--- config.mk ---
export PLATFORM = sky130hd
export DESIGN_NAME = bks_cell
export DESIGN_NICKNAME = d
export VERILOG_FILES = /design/src/hw/rtl/bks_pkg.sv /design/src/hw/rtl/bks_cell.sv
export SDC_FILE = /design/constraint.sdc
export NUM_CORES = 1
export LEC_CHECK = 0
export CAP_MARGIN = 10
export CORE_UTILIZATION = 30
export DETAILED_ROUTE_END_ITERATION = 6
export DONT_BUFFER_PORTS = 1
export GPL_TIMING_DRIVEN = 0
export RECOVER_POWER = 25
export SYNTH_ARGS = -nofsm -noshare
export SYNTH_HDL_FRONTEND = slang
export SYNTH_SLANG_ARGS = --single-unit
export TNS_END_PERCENT = 10
--- constraint.sdc ---
create_clock -name clk -period 6.7 [get_ports clk]
set_input_delay 0.335 -clock clk [delete_from_list [all_inputs] [get_ports clk]]
set_output_delay 0.335 -clock clk [all_outputs]
set_load 0.02 [all_outputs]
--- src/hw/rtl/bks_pkg.sv ---
// Shared types, constants and the key ordering function of the batch key sorter.
package bks_pkg;

	localparam int MAX_KEYS  = 64;
	localparam int KEY_WIDTH = 32;
	localparam int CNT_W     = $clog2(MAX_KEYS + 1);
	localparam int IDX_W     = $clog2(MAX_KEYS);
	localparam int BUS_W     = 32;
	localparam int ADDR_W    = 3;

	localparam logic [ADDR_W-1:0] ADDR_DESCENDING  = ADDR_W'(0);
	localparam logic [ADDR_W-1:0] ADDR_SIGNED_KEYS = ADDR_W'(4);

	typedef enum logic [1:0] {
		MODE_HOLD,
		MODE_LOAD,
		MODE_SORT,
		MODE_SHIFT
	} bks_mode_t;

	typedef struct packed {
		bks_mode_t mode;
		logic      descending;
		logic      signed_keys;
	} bks_ctl_t;

	typedef struct packed {
		logic [KEY_WIDTH-1:0] key;
		logic                 valid;
		logic                 swap;
	} bks_link_t;

	function automatic logic goes_before(
		input logic [KEY_WIDTH-1:0] a,
		input logic [KEY_WIDTH-1:0] b,
		input logic                 desc,
		input logic                 sgn
	);
		logic [KEY_WIDTH-1:0] flip;
		logic [KEY_WIDTH-1:0] x;
		logic [KEY_WIDTH-1:0] y;
		flip = {sgn, {(KEY_WIDTH-1){1'b0}}};
		x    = a ^ flip;
		y    = b ^ flip;
		return desc ? (x > y) : (x < y);
	endfunction

endpackage

--- src/hw/rtl/bks_cell.sv ---
// One cell of the sorting row: loads and holds a key, exchanges it with its neighbors and shifts it toward cell 0.
module bks_cell (
	input  logic                             clk,
	input  logic                             arst_n,
	input  bks_pkg::bks_ctl_t                ctl,
	input  logic                             load_en,
	input  logic [bks_pkg::KEY_WIDTH-1:0]    load_key,
	input  logic                             pair_left,
	input  bks_pkg::bks_link_t               left_in,
	input  bks_pkg::bks_link_t               right_in,
	output bks_pkg::bks_link_t               link_out
);

	logic [bks_pkg::KEY_WIDTH-1:0] key_q;
	logic                          valid_q;
	logic                          swap_right;

	assign swap_right = pair_left && valid_q && right_in.valid &&
		bks_pkg::goes_before(right_in.key, key_q, ctl.descending, ctl.signed_keys);

	assign link_out.key   = key_q;
	assign link_out.valid = valid_q;
	assign link_out.swap  = swap_right;

	always_ff @(posedge clk or negedge arst_n) begin
		if (!arst_n) begin
			valid_q <= 1'b0;
		end else begin
			case (ctl.mode)
				bks_pkg::MODE_LOAD: begin
					if (load_en) begin
						valid_q <= 1'b1;
					end
				end
				bks_pkg::MODE_SHIFT: valid_q <= right_in.valid;
				default: valid_q <= valid_q;
			endcase
		end
	end

	always_ff @(posedge clk) begin
		case (ctl.mode)
			bks_pkg::MODE_LOAD: begin
				if (load_en) begin
					key_q <= load_key;
				end
			end
			bks_pkg::MODE_SORT: begin
				if (swap_right) begin
					key_q <= right_in.key;
				end else if (left_in.swap) begin
					key_q <= left_in.key;
				end
			end
			bks_pkg::MODE_SHIFT: key_q <= right_in.key;
			default: key_q <= key_q;
		endcase
	end

endmodule

# Word level (Yosys, flattened, before mapping)
# Index checks and enable logic that the tools add are counted.
[classes]
add_sub_neg = 0
multipliers = 0
n_div = 0
magnitude_cmp = 2
n_eq_ne = 5
shifts = 0
mux = 7
bitwise = 2
n_reduce_logical = 7
[ops]
columns = ["operator", "count"]
rows = [
  ["$mux 32", 3],
  ["$pmux 32 s3", 1],
  ["$xor 32x32->32", 2],
  ["$gt 32x32->1", 1],
  ["$lt 32x32->1", 1],
  ["$eq 2x2->1 const B", 2],
  ["$logic_and 1x1->1", 3],
  ["$ne 3x3->1 const B", 1],
  ["$reduce_and 3->1", 1],
  ["$reduce_bool 3->1", 1],
  ["$eq 2x1->1 const B", 1],
  ["$mux 1", 2],
  ["$ne 2x2->1 const B", 1],
  ["$pmux 1 s2", 1],
  ["$reduce_and 2->1", 1],
  ["$reduce_bool 2->1", 1],
]
[word_totals]
regBits = 33
latchBits = 0
mem_bits_rw = 0
rom_bits = 0
elab_cells = 25
n_memories = 0

# Logic depth before layout (Yosys ltp)
# Gate-level depths: netlist of the first run.
[depth]
depth_word = 6
ltp_mapped = 11
ltp_nobuf = 9

# Worst setup path after synthesis of the first run
# Ideal clock, no wire load.
[synth_timing]
path_kind = "reg-to-reg"
startpoint = "register key_q[14] (netlist bit)"
endpoint = "register key_q[0] (netlist bit), enable pin"
setup_ps = 482
arrival_time_ps = 2955
path_slack_ps = 3263
path_stages_with_launch = 11
path_buffers = 1
synth_period_minus_slack_ps = 3437
cell_sequence = "edfxtp_1 -> inv_1 -> ha_1 -> nand4_1 -> or4_1 -> a21o_1 -> a31o_2 -> and3_1 -> buf_6 -> o31ai_1 -> nand2b_1"
[synth_between]
elab_chain_len = 6
elab_cells_between_ends = 7
[synth_lines]
columns = ["element", "line", "rtl"]
rows = [
  ["from (decl)", "bks_cell.sv:14", "logic [bks_pkg::KEY_WIDTH-1:0] key_q;"],
  ["from (signal assigned)", "bks_cell.sv:45", "key_q <= load_key;"],
  ["from (signal assigned)", "bks_cell.sv:50", "key_q <= right_in.key;"],
  ["from (signal assigned)", "bks_cell.sv:52", "key_q <= left_in.key;"],
  ["$xor 32x32->32 (*)", "bks_pkg.sv:44", "y = b ^ flip;"],
  ["$lt 32x32->1 / $gt 32x32->1 (equally long branches)", "bks_pkg.sv:45", "return desc ? (x > y) : (x < y);"],
  ["$mux 1 (*)", "bks_pkg.sv:45", ""],
  ["$logic_and 1x1->1 (*)", "bks_cell.sv:18", "assign swap_right = pair_left && valid_q && right_in.valid &&"],
  ["$ne 3x3->1 (no source line) (*)", "--", ""],
  ["$reduce_and 3->1 (no source line) (*)", "--", ""],
]
# Mark *: on every way between the ends. The rest lies on a longest branch, timed or not.
# A chain may end at the register's enable or synchronous reset.

# Final worst setup path of the first run
[layout_timing]
startpoint = "register key_q[14] (netlist bit)"
endpoint = "register key_q[1] (netlist bit), enable pin"
# The elaborated chain is that of the path after synthesis.

==> results of run 1 <==
final cells by class:
| cell class | instances | area, sq um | area share, % |
|---|---|---|---|
| Buffer | 30 | 188 | 5.83 |
| Clock buffer | 8 | 90.1 | 2.80 |
| Inverter | 33 | 124 | 3.85 |
| Multi-Input combinational cell | 224 | 1660 | 51.6 |
| Sequential cell | 33 | 986 | 30.6 |
| Tap cell | 129 | 161 | 5.01 |
| Timing Repair Buffer | 1 | 10.0 | 0.311 |
path summary, 6_finish.rpt:
path	cells past startpoint	slack [ns]	startpoint	end
max	10	2.91	key_q[14]	key_q[1]
max in group asynchronous	1	6.35	arst_n	valid_q
max reg2reg	10	2.91	key_q[14]	key_q[1]
min reg2reg	1	0.53	valid_q	valid_q
min	1	0.20	right_in[1]	valid_q
min in group asynchronous	1	0.25	arst_n	valid_q
stage by stage:
stage                     worst slack [ns]  instance area (sq um)  total power, mW
after detailed placement              2.95                   3120            0.445
final                                 2.91                   3220            0.604
after CTS                             2.92                   3220            0.610
after floorplan                       3.26                   2960            0.407
after global placement                2.49                   3120            0.440
after global routing                  2.72                   3220            0.638
flip-flops by register name (all words and copies together), names as in the netlist:
register and flops:
key_q 32, valid_q 1
metal layers:
layer / GRT usage [%] / up-vias / share of wire [%]
met4: 5.57 / 0 / 1.7
met1: 20.1 / 1300 / 38
met2: 32.9 / 123 / 52
met5: 0 / - / 0
met3: 5.31 / 12 / 8.6
li1: - / 1242 / -
synth_stat cells, drive strengths merged (3+ instances only):
| master | count | area [sq um] |
|---|---|---|
| a21oi | 17 | 85.1 |
| a31oi | 32 | 200 |
| buf | 16 | 135 |
| clkbuf | 14 | 52.6 |
| edfxtp | 32 | 961 |
| ha | 31 | 388 |
| inv | 33 | 124 |
| nand2 | 9 | 33.8 |
| nand3 | 3 | 15.0 |
| nand4 | 7 | 43.8 |
| nand4b | 32 | 280 |
| nor2 | 33 | 124 |
| o21a | 4 | 30.0 |
| o31ai | 33 | 273 |
cell usage in the layout, fill, tap and decap left out, drive strengths merged, types with 2 or more instances in the layout:
cell type / instances
ha: 31
nor2b: 2
nand4b: 32
o211ai: 2
nand4: 7
o31ai: 33
inv: 33
edfxtp: 32
o21a: 4
and3: 2
nor2: 33
a31oi: 32
or4: 2
nand2: 9
a21oi: 17
clkbuf: 22
o21ai: 2
buf: 16
nand3: 3
report_power, final:
group | switching [mW] | internal [mW] | total, mW
sequential | 0.0376 | 0.255 | 0.292
combinational | 0.0866 | 0.0618 | 0.148
clock | 0.0791 | 0.0840 | 0.163
worst max-delay path: stages, from the launching register on:
cell and delay, ns:
edfxtp_1 0.48, inv_1 0.10, ha_1 0.32, nand4_1 0.17, or4_1 0.62, a21o_1 0.20
a31o_2 0.28, and3_1 0.16, buf_6 0.13, o31ai_1 0.27, nand2b_2 0.58
logic make-up (layout without fill, tap and decap cells):
family / after synthesis / in the layout / share of synthesized area [%]
and+or+nand+nor: 92 / 92 / 18.6
DFF: 33 / 33 / 33.3
xor gates and xnor gates: 2 / 2 / 0.593
AOI/OAI and AO/OA: 99 / 99 / 23.8
adders and majority gates: 31 / 31 / 13.1
buffers and inverters: 63 / 72 / 10.5
==> metrics.txt, run 1 <==
Final period util 56.6%; CTS sink count 33; core area 9370 sq um; share of cells above drive strength 1 9.12%; Required @ worst endpoint 6.53 ns; postcts setup bufs 0; Crit Path Class reg -> reg; hold_buf cts 1; Cell variety after synth 36; Initial Util 31.5%; Die ar. 10300 sq um; sequential fraction of the synthesis area 33.3%; first-pass GRT wire length 13800 microns; Top-Level Pins 142; number of DRC markers in iteration 0 125; I/O Buffers 0; final net count 467; Mapped Area 2960 sq um; CP Capture Type flop; Post-synth ARST share 3.03%; EDFF count, synth 32; Setup Skew 0.00682 ns; P_leak 1.27 nW; Finish-stage setup viols 0; Inserted Clock Buffers 5; worst-margin pin slew 0.944 ns; Yosys reg bits 33; Worst Path Arrival 3.62 ns; worst ir drop on vdd 0.0672 mV; RSZ-0062 raised after global routing no; die width 101 microns; Synth warnings 0; fin crit period 3.79 ns; Pins Over Slew Limit 0; initial antenna violation count 0; post-DP HPWL 7380 microns; routed vias 2677; final hold viol count 0; drt pass-1 iters 4; WL per Instance 20.5 microns; Max Fclk 264 MHz; Fillers 1021; Power Dens Cells 188 nW/um^2; Area Overhead vs Synth 8.93%; Die Height 101 microns; run status finished, final reports clean; gr usage total 18.0%; CTS Root Cell clkbuf_8; Antenna Nets Post-Route 0; CP Launch Type flop; GP Congestion 0.710; Hold Path Class in -> reg; Resize count post-CTS 0; drc violations 0; CTS clk-pin slew, worst paths 0.08 ns; row cnt 35; final hold slack 0.199 ns; Final Util 34.4%; CTS tree built; CTS H-tree depth 2; largest net degree at the start of global routing 33; # diodes 0; CTS max path bufs 2; worst-path fanout max 32; Mapped Cells 320; Slew headroom 37.0%; Layout Cells excl Fill 458; via/cell ratio 5.84; DRT Wirelength 9390 microns; Mean Syn Cell Area 9.24 sq um; grt total ovfl 0; setup_tns 0 ns; worst-skew pair later-pin latency 0.29 ns; number of max-cap violations 0; vias in the first global route 2643; placed cell count 449; Post-Syn Nets 459; ys flop type edfxtp_1
No activity file was read; power rests on OpenSTA's default activity.
==> run 2: changes to the inputs <==
Settings changed: ABC_AREA from default to 1.
Clock period 6.7 ns to 3.8 ns, I/O delays scaled along.
==> run 2 against run 1 <==
Effect of this change:
- via count is 19% higher
- combinational power is 120% higher
- setup slack worse by 2.3 ns
- hold slack worse by 0.14 ns
- non-clock buffer count is 7 lower
- cell count is 45% higher
- wire length is 7.5% higher
- critical endpoint is now key_q[9]
==> metrics.txt, run 2 <==
Most common cell on crit path nand2_1; Logic pwr share 28.8%; CTS Root Cell clkbuf_8; Synth warnings 0; top cell type's share of synthesized area 28.7%; Final period util 82.7%; Sequential Power Share 46.6%; Antenna Nets Post-Route 0; EDFF count, synth 32; CP Launch Type flop; Slew headroom 43.2%; routed vias 3181; Resize count post-CTS 0; run status finished, final reports clean; biggest regs key_q x32, valid_q x1; FF-to-FF Start key_q[25]; Post-synth ARST share 3.03%; # diodes 0; Hold Crit Start right_in[1]; I/O Buffers 0; Die ar. 11600 sq um; CTS sink count 33; worst-skew pair later-pin latency 0.29 ns; largest cells by area after synthesis edfxtp_1 (29%), inv_1 (16%), nand2_1 (15%), ha_1 (12%), nand4_1 (6.3%); count leader, synth inv_1; CTS H-tree depth 2; post-DP HPWL 7920 microns; critical path's largest stage delay 0.62 ns; hold_buf cts 1; drc violations 0; Pins Over Slew Limit 0; largest net degree at the start of global routing 33; core area 10900 sq um; Fillers 1198; gr usage total 17.7%; fin crit period 3.14 ns; Reg2Reg Setup Slack 0.66 ns; row cnt 38; CP Capture Type flop; GP Congestion 0.833; worst-margin pin slew 0.849 ns; via/cell ratio 4.80; final hold viol count 0; first-pass GRT wire length 15600 microns; postcts setup bufs 0; worst-path fanout max 32; cells along the critical path inv_1 > ha_1 > nand2_1 > inv_1 > o21bai_1 > nand2_1 > nand2_1 > nand3_1 > nor2_2 > nand2_1 > nand2_2 > nand3_4 > buf_6 > nand2_1 > nand2_1 > nand2_2; RSZ-0062 raised after global routing no; area leader, netlist edfxtp_1; drt pass-1 iters 5; Yosys reg bits 33; number of DRC markers in iteration 0 209; Max Fclk 318 MHz; grt total ovfl 0; switching share of total power 38.2%; Tot Pwr 1.12 mW; DRT Wirelength 10100 microns; share of cells above drive strength 1 6.88%; Internal Pwr Total 692 uW; Inserted Clock Buffers 5; sequential fraction of the synthesis area 29.4%; initial antenna violation count 0; Die Height 108 microns; Mean Syn Cell Area 6.52 sq um; WL per Instance 15.2 microns; CTS max path bufs 2; Mapped Cells 514; Area Overhead vs Synth 8.06%; CTS clk-pin slew, worst paths 0.08 ns; final net count 661; top cells by count, synth inv_1 (142), nand2_1 (134), nand3_1 (35), o21ai_0 (35), nand4_1 (34); Cell variety after synth 23; die width 108 microns; Crit. Startpoint key_q[25]; number of max-cap violations 0; Top-Level Pins 142; Setup Skew 0.00732 ns; Finish-stage setup viols 0; ys flop type edfxtp_1; Hold Path Class in -> reg; most frequent cells in the layout inv_1 (142), nand2_1 (133), nand3_1 (35), o21ai_0 (35), nand4_1 (34); setup_tns 0 ns; P_leak 2.02 nW; number of flip-flops in the largest register 32; Most flops, register key_q; Sw Pwr 428 uW; worst ir drop on vdd 0.133 mV; Mapped Area 3350 sq um; Power Dens Cells 309 nW/um^2; clock share of power 24.6%; CTS tree built; vias in the first global route 3120; Worst Path Arrival 3.06 ns; CP max-delay cell nand2_2; Initial Util 30.8%; Post-Syn Nets 653; Required @ worst endpoint 3.72 ns; Crit Path Class reg -> reg; commonest non-fill, non-tap cell in the layout inv_1
[run 2: cell types whose count changed in the layout (fill, tap and decap cells not counted), sizes merged, moves of 5 or more]
cell / before / now
a21oi: 17 / 12
a31oi: 32 / 0
clkbuf: 22 / 17
inv: 33 / 144
nand2: 9 / 145
nand3: 3 / 37
nand4: 7 / 34
nand4b: 32 / 0
nor2: 33 / 15
o21ai: 2 / 36
o31ai: 33 / 0
[run 2: kinds of logic after synthesis]
family	share of synthesized area (%)
AO/OA/AOI/OAI	7.84
adder cells (fa/ha/maj)	11.6
flip-flops	29.4
buffers and inverters	19.9
AND/OR/NAND/NOR	31.3
[run 2: cell type report]
| type | instances | area, sq um | area share, % |
|---|---|---|---|
| buffer | 23 | 125 | 3.45 |
| clock buffer | 6 | 72.6 | 2.00 |
| clock inverter | 2 | 10.0 | 0.276 |
| inverter | 144 | 541 | 14.9 |
| multi-input combinational | 314 | 1700 | 47.0 |
| sequential | 33 | 986 | 27.2 |
| tap | 140 | 175 | 4.83 |
| timing repair buffer | 1 | 10.0 | 0.276 |
[run 2: power groups by stage]
stage	registers, mW	clock network, mW	logic [mW]
global placement	0.531	0	0.314
CTS	0.523	0.283	0.328
finish	0.522	0.275	0.323
detailed placement	0.531	0	0.325
floorplan	0.520	0	0.246
global route	0.528	0.292	0.378
[run 2: per-layer routing]
metal	GRT usage, %	part of all wire (%)	up-vias
li1	-	-	1618
met3	5.39	9.4	12
met4	5.48	1.5	0
met2	32.8	50	120
met5	0	0	-
met1	19.0	39	1431
[run 2: critical path, delay by kind of cell, from the launching register on]
kind / cells / cell delay, ns
buffers and inverters: 3 / 0.31
AO/OA/AOI/OAI: 1 / 0.12
flip-flops: 1 / 0.50
adder cells (fa/ha/maj): 1 / 0.29
AND/OR/NAND/NOR: 11 / 1.52
[run 2: final timing paths]
check	endpoint	depth (start not counted)
worst min-delay path	valid_q	2
worst max-delay path	key_q[9]	16
max in group asynchronous	valid_q	1
worst min register to register	valid_q	2
worst max register to register	key_q[9]	16
min in group asynchronous	valid_q	1
[run 2: through the flow]
stage | hold WS, ns | instance area (sq um) | util [%] | std cells | worst slack [ns]
finish | 0.0588 | 3620 | 33.3 | 663 | 0.658
global route | 0.0735 | 3620 | 33.3 | 663 | 0.301
global placement | -0.106 | 3530 | 32.4 | 654 | 0.121
detailed placement | -0.106 | 3530 | 32.4 | 654 | 0.567
floorplan | -0.106 | 3350 | - | 514 | 0.890
CTS | 0.0526 | 3620 | 33.3 | 663 | 0.559
