## src/hw/rtl/bks_pkg.sv

```systemverilog
// Shared types, constants and the key ordering function of the batch key sorter.
package bks_pkg;

	localparam int MAX_KEYS  = 64;
	localparam int KEY_WIDTH = 32;
	localparam int CNT_W     = $clog2(MAX_KEYS + 1);
	localparam int IDX_W     = $clog2(MAX_KEYS);
	localparam int BUS_W     = 32;
	localparam int ADDR_W    = 3;

	localparam logic [ADDR_W-1:0] ADDR_DESCENDING  = ADDR_W'(0);
	localparam logic [ADDR_W-1:0] ADDR_SIGNED_KEYS = ADDR_W'(4);

	typedef enum logic [1:0] {
		MODE_HOLD,
		MODE_LOAD,
		MODE_SORT,
		MODE_SHIFT
	} bks_mode_t;

	typedef struct packed {
		bks_mode_t mode;
		logic      descending;
		logic      signed_keys;
	} bks_ctl_t;

	typedef struct packed {
		logic [KEY_WIDTH-1:0] key;
		logic                 valid;
		logic                 swap;
	} bks_link_t;

	function automatic logic goes_before(
		input logic [KEY_WIDTH-1:0] a,
		input logic [KEY_WIDTH-1:0] b,
		input logic                 desc,
		input logic                 sgn
	);
		logic [KEY_WIDTH-1:0] flip;
		logic [KEY_WIDTH-1:0] x;
		logic [KEY_WIDTH-1:0] y;
		flip = {sgn, {(KEY_WIDTH-1){1'b0}}};
		x    = a ^ flip;
		y    = b ^ flip;
		return desc ? (x > y) : (x < y);
	endfunction

endpackage

```

## src/hw/rtl/bks_ctrl.sv

```systemverilog
// Sequencer of the sorter: batch loading, exchange passes and draining.
module bks_ctrl (
	input  logic                          clk,
	input  logic                          arst_n,
	input  logic                          descending,
	input  logic                          signed_keys,
	input  logic                          in_valid,
	input  logic                          in_last,
	output logic                          in_ready,
	output logic                          out_valid,
	input  logic                          out_ready,
	input  logic                          out_last,
	output logic                          dropped,
	output bks_pkg::bks_ctl_t             cell_ctl,
	output logic                          phase,
	output logic [bks_pkg::MAX_KEYS-1:0]  load_en
);

	typedef enum logic [1:0] {
		ST_LOAD,
		ST_SORT,
		ST_DRAIN
	} state_t;

	state_t                      state_q;
	logic [bks_pkg::CNT_W-1:0]   count_q;
	logic [bks_pkg::IDX_W-1:0]   pass_q;
	logic                        ovf_q;
	logic                        in_acc;
	logic                        out_acc;

	localparam logic [bks_pkg::CNT_W-1:0] COUNT_FULL = bks_pkg::CNT_W'(bks_pkg::MAX_KEYS);
	localparam logic [bks_pkg::IDX_W-1:0] PASS_LAST  = bks_pkg::IDX_W'(bks_pkg::MAX_KEYS - 1);

	assign in_ready  = (state_q == ST_LOAD);
	assign out_valid = (state_q == ST_DRAIN);
	assign in_acc    = in_valid && in_ready;
	assign out_acc   = out_ready && out_valid;
	assign dropped   = ovf_q;
	assign phase     = pass_q[0];

	always_comb begin
		cell_ctl.descending  = descending;
		cell_ctl.signed_keys = signed_keys;
		unique case (state_q)
			ST_LOAD:  cell_ctl.mode = in_acc ? bks_pkg::MODE_LOAD : bks_pkg::MODE_HOLD;
			ST_SORT:  cell_ctl.mode = bks_pkg::MODE_SORT;
			ST_DRAIN: cell_ctl.mode = out_acc ? bks_pkg::MODE_SHIFT : bks_pkg::MODE_HOLD;
			default:  cell_ctl.mode = bks_pkg::MODE_HOLD;
		endcase
	end

	always_comb begin
		for (int i = 0; i < bks_pkg::MAX_KEYS; i++) begin
			load_en[i] = in_acc && (count_q == bks_pkg::CNT_W'(i));
		end
	end

	always_ff @(posedge clk or negedge arst_n) begin
		if (!arst_n) begin
			state_q <= ST_LOAD;
			count_q <= '0;
			pass_q  <= '0;
			ovf_q   <= 1'b0;
		end else begin
			unique case (state_q)
				ST_LOAD: begin
					if (in_acc) begin
						if (count_q < COUNT_FULL) begin
							count_q <= count_q + 1'b1;
						end else begin
							ovf_q <= 1'b1;
						end
						if (in_last) begin
							state_q <= ST_SORT;
							pass_q  <= '0;
						end
					end
				end
				ST_SORT: begin
					pass_q <= pass_q + 1'b1;
					if (pass_q == PASS_LAST) begin
						state_q <= ST_DRAIN;
					end
				end
				ST_DRAIN: begin
					if (out_acc && out_last) begin
						state_q <= ST_LOAD;
						count_q <= '0;
						ovf_q   <= 1'b0;
					end
				end
				default: state_q <= ST_LOAD;
			endcase
		end
	end

	a_no_overlap: assert property (@(posedge clk) disable iff (!arst_n)
		!(in_ready && out_valid))
		else $error("input and output sides open at once");

	a_count_bound: assert property (@(posedge clk) disable iff (!arst_n)
		count_q <= COUNT_FULL)
		else $error("key count beyond capacity");

	a_last_starts_sort: assert property (@(posedge clk) disable iff (!arst_n)
		in_acc && in_last |=> state_q == ST_SORT && pass_q == '0)
		else $error("final key did not start the exchange passes");

	a_sort_to_drain: assert property (@(posedge clk) disable iff (!arst_n)
		state_q == ST_SORT && pass_q == PASS_LAST |=> out_valid)
		else $error("exchange passes did not end in draining");

	a_batch_cleared: assert property (@(posedge clk) disable iff (!arst_n)
		out_acc && out_last |=> in_ready && count_q == '0 && !ovf_q)
		else $error("batch state not cleared after final transfer");

endmodule

```

## config.mk

```make
export PLATFORM = sky130hd
export DESIGN_NAME = bks_ctrl
export DESIGN_NICKNAME = d
export VERILOG_FILES = /design/src/hw/rtl/bks_pkg.sv /design/src/hw/rtl/bks_ctrl.sv
export SDC_FILE = /design/constraint.sdc
export NUM_CORES = 1
export LEC_CHECK = 0
export ABC_AREA = 0
export BUFFER_PORTS_ARGS = -buffer_cell sky130_fd_sc_hd__buf_2
export CAP_MARGIN = 20
export CORE_ASPECT_RATIO = 1.5
export CORE_UTILIZATION = 30
export CTS_CLUSTER_DIAMETER = 80
export DETAILED_ROUTE_END_ITERATION = 10
export PLACE_DENSITY_LB_ADDON = 0.05
export SLEW_MARGIN = 25
export SYNTH_ARGS = -nofsm -noshare
export SYNTH_HDL_FRONTEND = slang
export SYNTH_SLANG_ARGS = --single-unit
```

## constraint.sdc

```tcl
create_clock -name clk -period 4.8 [get_ports clk]
set_input_delay 0.24 -clock clk [delete_from_list [all_inputs] [get_ports clk]]
set_output_delay 0.24 -clock clk [all_outputs]
set_load 0.02 [all_outputs]
```

-- Yosys cells after proc, flatten, opt, wreduce, memory -nomap -nowiden
Index checks and enable logic that the tools add are counted.
- register bits after elaboration: 16
- input bits: 8
- $add $sub $neg: 2
- order comparisons: 1
- eq/ne operators: 72
- mux-type cells: 19
- reductions and logical operators: 75
- operators with widths (cell ; number):
    7-bit by 6-bit equality test with 1-bit output, second input constant ; 32
    7-bit by 5-bit equality test with 1-bit output, second input constant ; 16
    1-bit logical AND ; 67
    7-bit by 4-bit equality test with 1-bit output, second input constant ; 8
    7-bit by 3-bit equality test with 1-bit output, second input constant ; 4
    7-bit two-way mux ; 3
    7-bit by 2-bit equality test with 1-bit output, second input constant ; 2
    7-bit one-hot mux with 2 select lines ; 1
    6-bit two-way mux ; 2
    2-bit one-hot mux with 3 select lines ; 2
    6-bit one-hot mux with 2 select lines ; 1
    4-bit AND reduction ; 3
    2-bit two-way mux ; 5
    7-bit by 1-bit adder with 7-bit output, second input constant ; 1
    7-bit by 1-bit equality test with 1-bit output, second input constant ; 1
    7-bit logical NOT ; 1
    7-bit < comparator, second input constant ; 1
    6-bit by 1-bit adder with 6-bit output, second input constant ; 1
    6-bit equality test, second input constant ; 1
    2-bit by 1-bit != test with 1-bit output, second input constant ; 3
    2-bit != test, second input constant ; 3
    1-bit two-way mux ; 4
    2-bit nonzero test ; 2
    3-bit AND reduction ; 1
    4 further kinds ; 4

-- Longest topological paths before layout
Gate-level depths: netlist of the first run.
- depth in word-level cells: 5
- depth in mapped cells: 6
- mapped depth without buffers: 5

-- Worst setup path after synthesis of the first run
OpenSTA, ideal clock, no wires.
- path type: reg2out
- from: reg count_q[4] in the netlist's numbering
- to: out load_en[16] in the netlist's numbering
- data arrival time: 1.640 ns
- slack: 2.920 ns
- cell stages (with the launch flop): 6
- buffers on the path: 3
- cells stage by stage: dfrtp_1 > clkbuf_1 > or3b_2 > clkbuf_1 > clkbuf_1 > nor2_1
- cells in the longest elaborated chain, start to end: 2
- RTL lines (item ; line ; RTL):
    start, declared ; bks_ctrl.sv:26 ; logic [bks_pkg::CNT_W-1:0] count_q;
    start signal, assigned ; bks_ctrl.sv:70 ; count_q <= count_q + 1'b1;
    7-bit by 5-bit equality test with 1-bit output ; bks_ctrl.sv:55 ; load_en[i] = in_acc && (count_q == bks_pkg::CNT_W'(i));
    1-bit logical AND ; bks_ctrl.sv:55 ;
    end, declared ; bks_ctrl.sv:16 ; output logic [bks_pkg::MAX_KEYS-1:0] load_en
No other way between the ends.

-- Final worst setup path of the first run
- from: reg state_q[1]
- to: out load_en[38] in the netlist's numbering
- cells in the longest elaborated chain, start to end: 3
- RTL lines (item ; line ; RTL):
    start, declared ; bks_ctrl.sv:25 ; state_t state_q;
    start signal, assigned ; bks_ctrl.sv:61 ; state_q <= ST_LOAD;
    start signal, assigned ; bks_ctrl.sv:75 ; state_q <= ST_SORT;
    start signal, assigned ; bks_ctrl.sv:83 ; state_q <= ST_DRAIN;
    2-bit logical NOT ; bks_ctrl.sv:35 ; assign in_ready = (state_q == ST_LOAD);
    1-bit logical AND ; bks_ctrl.sv:37 ; assign in_acc = in_valid && in_ready;
    1-bit logical AND ; bks_ctrl.sv:55 ;
No other way between the ends.

==> results of run 1 <==
## metrics by stage
stage / worst slack, ns / utilization (%)
finish: 2.56 / 40.5
floorplan: 2.92 / -
CTS: 2.55 / 40.5
global placement: 2.80 / 39.1
global route: 2.39 / 40.5
detailed placement: 2.79 / 39.1
## per-layer routing
layer	routed length, um	vias up	track usage [%]
met2	2160	72	32.2
met1	1650	723	17.2
met4	20	0	3.25
met5	0	-	0
li1	-	820	-
met3	215	2	1.19
## critical path, cell delays in order (launching register included)
cell and delay (ns):
dfrtp_1 0.66, nor3_1 0.49, nand4_1 0.26, nor2_1 0.15
buf_2 0.19
## cell type report
class	instances	area (um^2)
fill	505	2700
clock buffer	4	55.1
multi-input combinational	165	901
sequential	16	400
tap	64	80.1
inverter	5	18.8
timing repair buffer	76	385
## state kept, by name, summed over array words and instances (netlist names)
register / count
dropped: 1
pass_q: 6
state_q: 2
count_q: 7
## where the power goes
| group | internal, mW | total (mW) | switching, mW |
|---|---|---|---|
| Combinational | 0.0860 | 0.212 | 0.126 |
| Sequential | 0.173 | 0.233 | 0.0600 |
| Clock | 0.0726 | 0.116 | 0.0436 |
| Total | 0.332 | 0.561 | 0.230 |
## placed cells by master, fill, tap and decap left out, types with 2 or more instances in the layout
cell | Yosys | routed
nor4b_1 | 2 | 2
a21o_1 | 3 | 3
nor2b_1 | 5 | 5
dfrtp_1 | 16 | 16
or4_1 | 2 | 2
buf_2 | 0 | 75
nand4b_1 | 3 | 3
nor3_1 | 2 | 2
and4bb_2 | 2 | 2
clkbuf_8 | 0 | 4
nor2_1 | 70 | 70
nand2_1 | 19 | 19
inv_1 | 5 | 5
o21ai_0 | 10 | 10
ha_1 | 5 | 5
or3_1 | 3 | 3
o211ai_1 | 2 | 2
a21oi_1 | 5 | 5
and3_1 | 2 | 2
nand4_1 | 7 | 7
nor3b_1 | 3 | 3
nand3_1 | 3 | 3
and3b_1 | 2 | 2
## worst paths after layout
path,startpoint,endpoint,cells after the start
worst min-delay path,out_last,state_q[1]$_DFFE_PN0P_,3
worst max-delay path,state_q[1]$_DFFE_PN0P_,load_en[38],4
worst min register to register,pass_q[0]$_DFFE_PN0P_,pass_q[0]$_DFFE_PN0P_,1
min in group asynchronous,arst_n,dropped$_DFFE_PN0P_,2
max in group asynchronous,arst_n,count_q[2]$_DFFE_PN0P_,2
worst max register to register,state_q[1]$_DFFE_PN0P_,count_q[3]$_DFFE_PN0P_,3
## cell families after synthesis
group	after synthesis
and+or+nand+nor	131
muxes	1
AOI/OAI and AO/OA	28
adders and majority gates	5
buffers and inverters	24
DFF	16
==> summary.txt, run 1 <==
Power
  – Design Power: approximately 0.56 mW
  – Pwr per Cell Area: approximately 300 mW/mm^2
  – Max IR drop VDD: between 0.0002 and 0.00025 V
  – Leak Pwr: 0.885 nW

Clock network
  – Clock buffer depth: 2
  – TritonCTS clock tree: built
  – H-tree level count: 1
  – Worst-Skew Late Latency: about 0.24 ns
  – CTS Hold Bufs: 1
  – Clock-pin transition on the worst setup and hold timing paths: about 0.060 ns
  – Clock Tree Root: clkbuf_8
  – Post-CTS Setup Repair Bufs: 0
  – TritonCTS Buffers: 3
  – CTS-repair resized insts: 0
  – Clock sink count: 16

Floorplan
  – Initial Util: ~31%
  – Die H: about 86 um
  – Rows: 30
  – CORE AREA: 0.00454 mm^2
  – DIE AREA: roughly 0.005 mm^2
  – I/O Pins: 80
  – Die W: between 50 and 60 um

Layout
  – Final cell count without fillers: 330
  – Post-route design area: ~0.0018 mm^2
  – Fin nets: 280
  – Antenna cell count: 0
  – Area grow syn2layout: 29.5%
  – Share of layout cells above drive strength 1: roughly a third

Outcome
  – Status: finished, final reports clean

Yosys
  – Synth Area in Adders: under 10%
  – Mux share of post-synthesis cell area: less than 1%
  – Post-synthesis cell area: approximately 0.0014 mm^2
  – Area contributors post-synth: dfrtp_1 28%, nor2_1 18%, nand2_1 5.0%
  – Seq cells post-synth: 16
  – Largest family of logic cells by synthesized area: simple AND/OR/NAND/NOR gates
  – Most frequent cell after synthesis: nor2_1
  – Mapped Nets: approximately 220
  – Area share of the largest cell type after synthesis: roughly 28%
  – Synthesized instance count: about 200
  – Top FF cell, synth: dfrtp_1
  – Synth Area in Simple Gates: 45.4%
  – Synth unique cells: 40
  – Synth Area in Compound Gates: between 10% and 20%
  – Xor/xnor share of the synthesized area: 0%
  – Ys Warns: 0
  – EDFF count, synth: 0
  – Post-synth top cells: 70 x nor2_1, 19 x nand2_1, 16 x dfrtp_1
  – Syn avg cell area: slightly below 7 um^2
  – Post-synth top area cell: dfrtp_1
  – Fraction of registers with async set/reset: 100%
  – Register area share after synthesis: between 20% and 30%

Min path
  – Worst hold path class: input pin to flop

Setup path
  – Startpoint types: flop
  – Crit. End Element: output pin
  – Critical path type: flop to output pin
  – Required time of the critical path: 4.56 ns
  – Worst EP arrival: about 2.0 ns
  – Crit-path max FO: 27
  – R2r setup slk: 2.77 ns

Routing
  – Wirelength, routed: 4.04 mm
  – Post-route ant nets: 0
  – Drt first pass iters: 5
  – Iteration-0 DRC Markers: 67
  – # DRC: 0
  – Vias per cell: between 4 and 5
  – DR vias: approximately 1600
  – WL/cell: around 12 um

Timing
  – Worst Skew: ~0.0013 ns
  – Relative slew margins: approximately half
  – Worst slew pin tran: around 0.77 ns
  – Setup violators final: 0
  – Final period util: between 40 and 50%
  – Final Max Tran Viols: 0
  – Maximum clock rate: 447 MHz
  – Final hold violation count: 0
  – Crit path time final: 2.24 ns
  – Hold slack: approximately 0.36 ns
  – RSZ-0062 raised after global routing: no
  – Setup_tns: 0 ns

GRT
  – Largest net degree at the start of global routing: 28
  – Vias in the first global route: 1319
  – Total track usage: roughly 16%
  – Gr ovfl total: 0
  – First-pass GRT wire length: about 6.4 mm
  – Antenna violations before repair: 0

Placement
  – Placed Cells: ~330
  – Area after DPL: approximately 0.0018 mm^2
  – Number of port buffers: 75
  – Post-detail-place hpwl: approximately 3.2 mm
  – GP Congestion: approximately 0.7

Flow run
  – Max Cap Viol: 0
Note: power is estimated with default switching activity, not from simulation.
==> run 2: changes to the inputs <==
==> constraint.sdc (replaced) <==
create_clock -name clk -period 2.3 [get_ports clk]
set_input_delay 0.115 -clock clk [delete_from_list [all_inputs] [get_ports clk]]
set_output_delay 0.115 -clock clk [all_outputs]
set_load 0.02 [all_outputs]
==> run 2 against run 1 <==
  * Count of clock-buffer cells in the layout unchanged
  * Final area up 0.82%
  * Highest routed layer unchanged
  * Clock skew about the same
  * Register-to-register slack worse by 2.3 ns
  * Critical path depth unchanged
  * Utilization up 0.33 points
  * Sequential share of layout area down 0.18 points
  * Worst setup slack worse by 2.2 ns
  * Sequential power up 100%
  * Global-route usage up 1.2 points
==> summary.txt, run 2 (synthesis results as in run 1) <==
Outcome
  – Status: finished, final reports clean

Clock network
  – TritonCTS Buffers: 3 (unchanged)
  – TritonCTS clock tree: built
  – CTS-repair resized insts: 0 (unchanged)
  – Clock Tree Root: clkbuf_8
  – H-tree level count: 1 (unchanged)
  – Clock sink count: 16 (unchanged)
  – Clock buffer depth: 2 (unchanged)
  – Worst-Skew Late Latency: 0.25 ns (about the same)
  – Clock-pin transition on the worst setup and hold timing paths: 0.06 ns (about the same)

GRT
  – Vias in the first global route: 1388 (+5.2%)
  – Gr ovfl total: 0 (unchanged)
  – First-pass GRT wire length: 6.81 mm (+7.1%)
  – Total track usage: 17.0% (+1.2 points)
  – Antenna violations before repair: 0 (unchanged)
  – Largest net degree at the start of global routing: 17 (-39%)

Timing
  – Relative slew margins: 59.5% (+11 points)
  – Worst Skew: 0.00133 ns (+0.0000453 ns)
  – Maximum clock rate: 517 MHz
  – Final Max Tran Viols: 0 (unchanged)
  – Final hold violation count: 0 (unchanged)
  – RSZ-0062 raised after global routing: no
  – Setup violators final: 0 (unchanged)
  – Final period util: 84.2%
  – Worst slew pin tran: 0.605 ns (-0.161 ns)
  – Setup_tns: 0 ns (unchanged)
  – Crit path time final: ~1.9 ns

Power
  – Max IR drop VDD: 0.000621 V (+170%)
  – Leak Pwr: 0.895 nW (+1.1%)
  – Design Power: 1.19 mW (+110%)
  – Pwr per Cell Area: 642 mW/mm^2 (+110%)

Placement
  – GP Congestion: 0.719 (+2.3%)
  – Number of port buffers: 75 (unchanged)
  – Post-detail-place hpwl: 3.27 mm (+2.2%)
  – Area after DPL: 0.00179 mm^2 (+0.85%)
  – Placed Cells: 327 (+0.62%)

Floorplan
  – Initial Util: 31.3% (unchanged)
  – Rows: 30 (unchanged)
  – I/O Pins: 80 (unchanged)
  – Die W: 58.2 um (unchanged)
  – DIE AREA: 0.00502 mm^2 (unchanged)
  – Die H: 86.3 um (unchanged)
  – CORE AREA: 0.00454 mm^2 (unchanged)

Layout
  – Share of layout cells above drive strength 1: 32.1% (+0.51 points)
  – Commonest non-fill, non-tap cells in the layout: 75 x buf_2, 70 x nor2_1, 19 x nand2_1
  – Largest registers: count_q: 7 flops, pass_q: 6 flops, state_q: 2 flops
  – Antenna cell count: 0 (unchanged)
  – Top reg by flops: count_q
  – Leading cell type in the layout, fill and taps excluded: buf_2
  – Max reg flops: 7 (unchanged)
  – Final cell count without fillers: 332 (+0.61%)
  – Fin nets: 282 (+0.71%)
  – Area grow syn2layout: 30.5%
  – Post-route design area: 0.00186 mm^2 (+0.82%)

Setup path
  – Startpoint types: flop
  – Crit-path max FO: 12 (-56%)
  – Worst EP arrival: 1.82 ns (-0.18 ns)
  – Critical Path, Cell by Cell: nor3_1, nand4_1, nor2_1, buf_2
  – R2r setup slk: 0.50 ns (-2.27 ns)
  – Buf+Inv Stages, Crit Path: 1 (unchanged)
  – Top delay family on crit path: simple AND/OR/NAND/NOR gates
  – Crit. End Element: output pin
  – Critical path type: flop to output pin
  – Slowest CP cell: dfrtp_1
  – CP peak stage delay: 0.51 ns (-0.15 ns)
  – Required time of the critical path: 2.18 ns (-2.38 ns)

Routing
  – Vias per cell: 4.90 (about the same)
  – DR vias: 1627 (+0.62%)
  – # DRC: 0 (unchanged)
  – WL/cell: 12.6 um (+2.6%)
  – Wirelength, routed: 4.17 mm (+3.2%)
  – Iteration-0 DRC Markers: 88 (+31%)
  – Post-route ant nets: 0 (unchanged)
  – Drt first pass iters: 4 (-1)

Flow run
  – Max Cap Viol: 0 (unchanged)

Min path
  – Worst hold path class: input pin to flop
-- run 2: changes by cell type in the layout (fill, tap and decap cells not counted), sizes merged --
| cell | before | now |
|---|---|---|
| buf | 75 | 77 |
-- run 2: timing repair --
action	in CTS	in global routing
setup buffers	0	0
hold buffers	1	0
endpoints found under the hold margin	16	0
-- run 2: cell type report --
class | count | area [um^2]
Clock buffer | 4 | 55.1
Fill cell | 508 | 2690
Inverter | 5 | 18.8
Multi-Input combinational cell | 165 | 901
Sequential cell | 16 | 400
Tap cell | 64 | 80.1
Timing Repair Buffer | 78 | 400
-- run 2: worst paths after layout --
kind,startpoint,end,depth (start not counted)
max,state_q[1]$_DFFE_PN0P_,load_en[36],4
min,in_last,state_q[0]$_DFFE_PN0P_,3
max reg2reg,state_q[1]$_DFFE_PN0P_,count_q[3]$_DFFE_PN0P_,3
min reg2reg,pass_q[2]$_DFFE_PN0P_,pass_q[2]$_DFFE_PN0P_,1
max in group asynchronous,arst_n,count_q[2]$_DFFE_PN0P_,2
min in group asynchronous,arst_n,dropped$_DFFE_PN0P_,2
-- run 2: power by group --
group          total (mW)  internal, mW  leakage [nW]  switching [mW]
combinational       0.467         0.190         0.691           0.277
clock               0.254         0.152        0.0288           0.101
sequential          0.471         0.361         0.175           0.109
-- run 2: per-layer routing --
metal | share of wire [%] | vias up | GRT usage, %
met3 | 4.5 | 5 | 1.34
li1 | - | 822 | -
met1 | 42 | 731 | 19.1
met2 | 52 | 69 | 33.0
met5 | 0 | - | 0
met4 | 1.2 | 0 | 5.19
-- run 2: per-stage QoR --
stage | hold WS, ns | utilization (%) | setup slack [ns]
2_1_floorplan | -0.181 | - | 0.483
3_3_place_gp | 0.0634 | 39.4 | 0.539
3_5_place_dp | 0.0593 | 39.4 | 0.518
4_1_cts | 0.213 | 40.9 | 0.359
5_1_grt | 0.229 | 40.9 | 0.0985
6_report | 0.218 | 40.9 | 0.364
-- run 2: tightest hold or removal path, stage by stage --
cell       delay [ns]
buf_2            0.11
nand4bb_1        0.12
o21ai_0          0.08
==> run 3: changes to the inputs <==
==> constraint.sdc (replaced) <==
create_clock -name clk -period 1.86 [get_ports clk]
set_input_delay 0.093 -clock clk [delete_from_list [all_inputs] [get_ports clk]]
set_output_delay 0.093 -clock clk [all_outputs]
set_load 0.02 [all_outputs]
==> run 3 against run 2 <==
  * Cell count increased by 2.4%
  * Critical endpoint is now load_en[38]
  * Critical path type unchanged
  * Die area unchanged
  * Non-clock buffer count increased by 8
==> summary.txt, run 3 (synthesis results as in run 1) <==
Setup path
  – Startpoint types: flop
  – Worst EP arrival: 1.67 ns (-0.15 ns)
  – R2R depth: 3 (unchanged)
  – R2r startpoint: state_q[0]$_DFFE_PN0P_
  – R2r setup slk: 0.10 ns (-0.40 ns)
  – Critical Path, Cell by Cell: buf_4, nor3_1, buf_4, nand4_1, nor2_1, buf_2
  – CP most frequent cell: buf_4
  – Buf+Inv Stages, Crit Path: 3 (+2)
  – Slowest CP cell: dfrtp_1
  – Top delay family on crit path: buffers and inverters
  – Crit. End Element: output pin
  – RR Endpoint: count_q[3]$_DFFE_PN0P_
  – Worst setup path start: state_q[1]$_DFFE_PN0P_
  – Crit-path max FO: 14 (+2)
  – Required time of the critical path: 1.77 ns (-0.41 ns)
  – Critical path type: flop to output pin
  – CP peak stage delay: 0.38 ns (-0.13 ns)

Layout
  – Fin nets: 290 (+2.8%)
  – Largest registers: count_q: 7 flops, pass_q: 6 flops, state_q: 2 flops
  – Antenna cell count: 0 (unchanged)
  – Layout Utilization: 42.9% (+2.1 points)
  – Top reg by flops: count_q
  – Filler cell count: 511 (+0.59%)
  – Leading cell type in the layout, fill and taps excluded: buf_2
  – Share of layout cells above drive strength 1: 36.6% (+4.5 points)
  – Multi-input gate area: 931 um^2 (+3.3%)
  – Max reg flops: 7 (unchanged)
  – Area grow syn2layout: 37.2%
  – Commonest non-fill, non-tap cells in the layout: 74 x buf_2, 70 x nor2_1, 19 x nand2_1
  – Reg area: 403 um^2 (+0.62%)

Clock network
  – H-tree level count: 1 (unchanged)
  – Worst-Skew Late Latency: 0.25 ns (about the same)
  – Clock buffer depth: 2 (unchanged)
  – Clock-pin transition on the worst setup and hold timing paths: 0.06 ns (about the same)
  – Clock Tree Root: clkbuf_8
  – TritonCTS Buffers: 3 (unchanged)
  – Clock sink count: 16 (unchanged)
  – TritonCTS clock tree: built

Power
  – Pwr per Cell Area: 792 mW/mm^2 (+23%)
  – Design Power: 1.54 mW (+30%)
  – Max IR drop VDD: 0.000684 V (+10%)
  – Leak Pwr: 0.939 nW (+4.9%)

Floorplan
  – DIE AREA: 0.00502 mm^2 (unchanged)
  – Die H: 86.3 um (unchanged)
  – Initial Util: 31.3% (unchanged)
  – I/O Pins: 80 (unchanged)
  – Rows: 30 (unchanged)
  – CORE AREA: 0.00454 mm^2 (unchanged)
  – Die W: 58.2 um (unchanged)

Timing
  – Final period util: between 90% and 100%
  – Worst Skew: 0.00100 ns (-0.000326 ns)
  – RSZ-0062 raised after global routing: yes
  – Worst slew pin tran: 0.548 ns (-0.0574 ns)
  – Relative slew margins: 63.4% (+3.9 points)
  – Final Max Tran Viols: 0 (unchanged)
  – Final hold violation count: 0 (unchanged)
  – Setup violators final: 0 (unchanged)
  – Crit path time final: approximately 1.8 ns
  – Maximum clock rate: about 570 MHz

Routing
  – Wirelength, routed: 4.33 mm (+3.9%)
  – Drt first pass iters: 4 (unchanged)
  – Post-route ant nets: 0 (unchanged)
  – DR vias: 1650 (+1.4%)
  – WL/cell: 12.7 um (+1.5%)
  – Iteration-0 DRC Markers: 72 (-18%)
  – # DRC: 0 (unchanged)
  – Vias per cell: 4.85 (-0.97%)

GRT
  – Antenna violations before repair: 0 (unchanged)
  – First-pass GRT wire length: 6.72 mm (-1.3%)
  – Largest net degree at the start of global routing: 17 (unchanged)
  – Gr ovfl total: 0 (unchanged)
  – Total track usage: 17.0% (-0.025 points)
  – Vias in the first global route: 1409 (+1.5%)

Min path
  – Worst hold path class: input pin to output pin
  – Hold path start: signed_keys
  – Hold Path Cell Cnt: 0 (-3)
  – Hold endpoint: cell_ctl[0]

Outcome
  – Status: finished, final reports clean

Placement
  – GP Congestion: 0.731 (+1.8%)
  – Number of port buffers: 75 (unchanged)
  – Post-detail-place hpwl: 3.43 mm (+5.0%)

Flow run
  – Max Cap Viol: 0 (unchanged)
run 3: cell types whose count changed in the layout (fill, tap and decap cells not counted), sizes merged:
cell / before / now
buf: 77 / 85
run 3: cell type report:
type | instances | share of cell area (%)
clock buffer | 4 | 2.82
inverter | 5 | 0.962
multi-input combinational | 165 | 47.7
sequential | 16 | 20.7
tap | 64 | 4.11
timing repair buffer | 86 | 23.7
run 3: metal layers:
metal / track usage [%] / vias up / part of all wire, %
li1: - / 839 / -
met1: 17.4 / 735 / 39
met2: 34.4 / 71 / 55
met3: 1.49 / 5 / 4.9
met4: 5.84 / 0 / 1.3
met5: 0 / - / 0
run 3: timing repair:
| action | CTS | global route |
|---|---|---|
| hold buffers | 1 | 0 |
| buffers inserted | 0 | 1 |
| pin swaps | 0 | 2 |
| gates resized for setup | 2 | 8 |
| endpoints found under the hold margin | 16 | 0 |
| endpoints found under the setup margin | 14 | 52 |
run 3: how the worst max path moves through the flow:
| stage | to | slack (ns) | cells after the start |
|---|---|---|---|
| finish | load_en[38] | 0.09 | 6 |
| global route | load_en[38] | -0.05 | 6 |
| CTS | load_en[43] | 0.02 | 6 |
| detailed placement | count_q[3]$_DFFE_PN0P_ | 0.15 | 3 |
| global placement | count_q[3]$_DFFE_PN0P_ | 0.17 | 3 |
| floorplan | count_q[3]$_DFFE_PN0P_ | 0.04 | 6 |
run 3: power by group:
part | switching, mW | internal (mW)
clock network | 0.122 | 0.188
logic | 0.376 | 0.287
registers | 0.122 | 0.449
run 3: through the flow:
step,setup TNS (ns),std cells,instance area (um^2),hold WS (ns),setup WS (ns)
after floorplan,0,205,1420,-0.203,0.0429
after global placement,0,334,1840,0.0355,0.171
after detailed placement,0,334,1840,0.0339,0.152
after CTS,0,339,1920,0.186,0.0196
after global routing,-0.222,340,1950,0.186,-0.0460
final,0,340,1950,0.186,0.0926
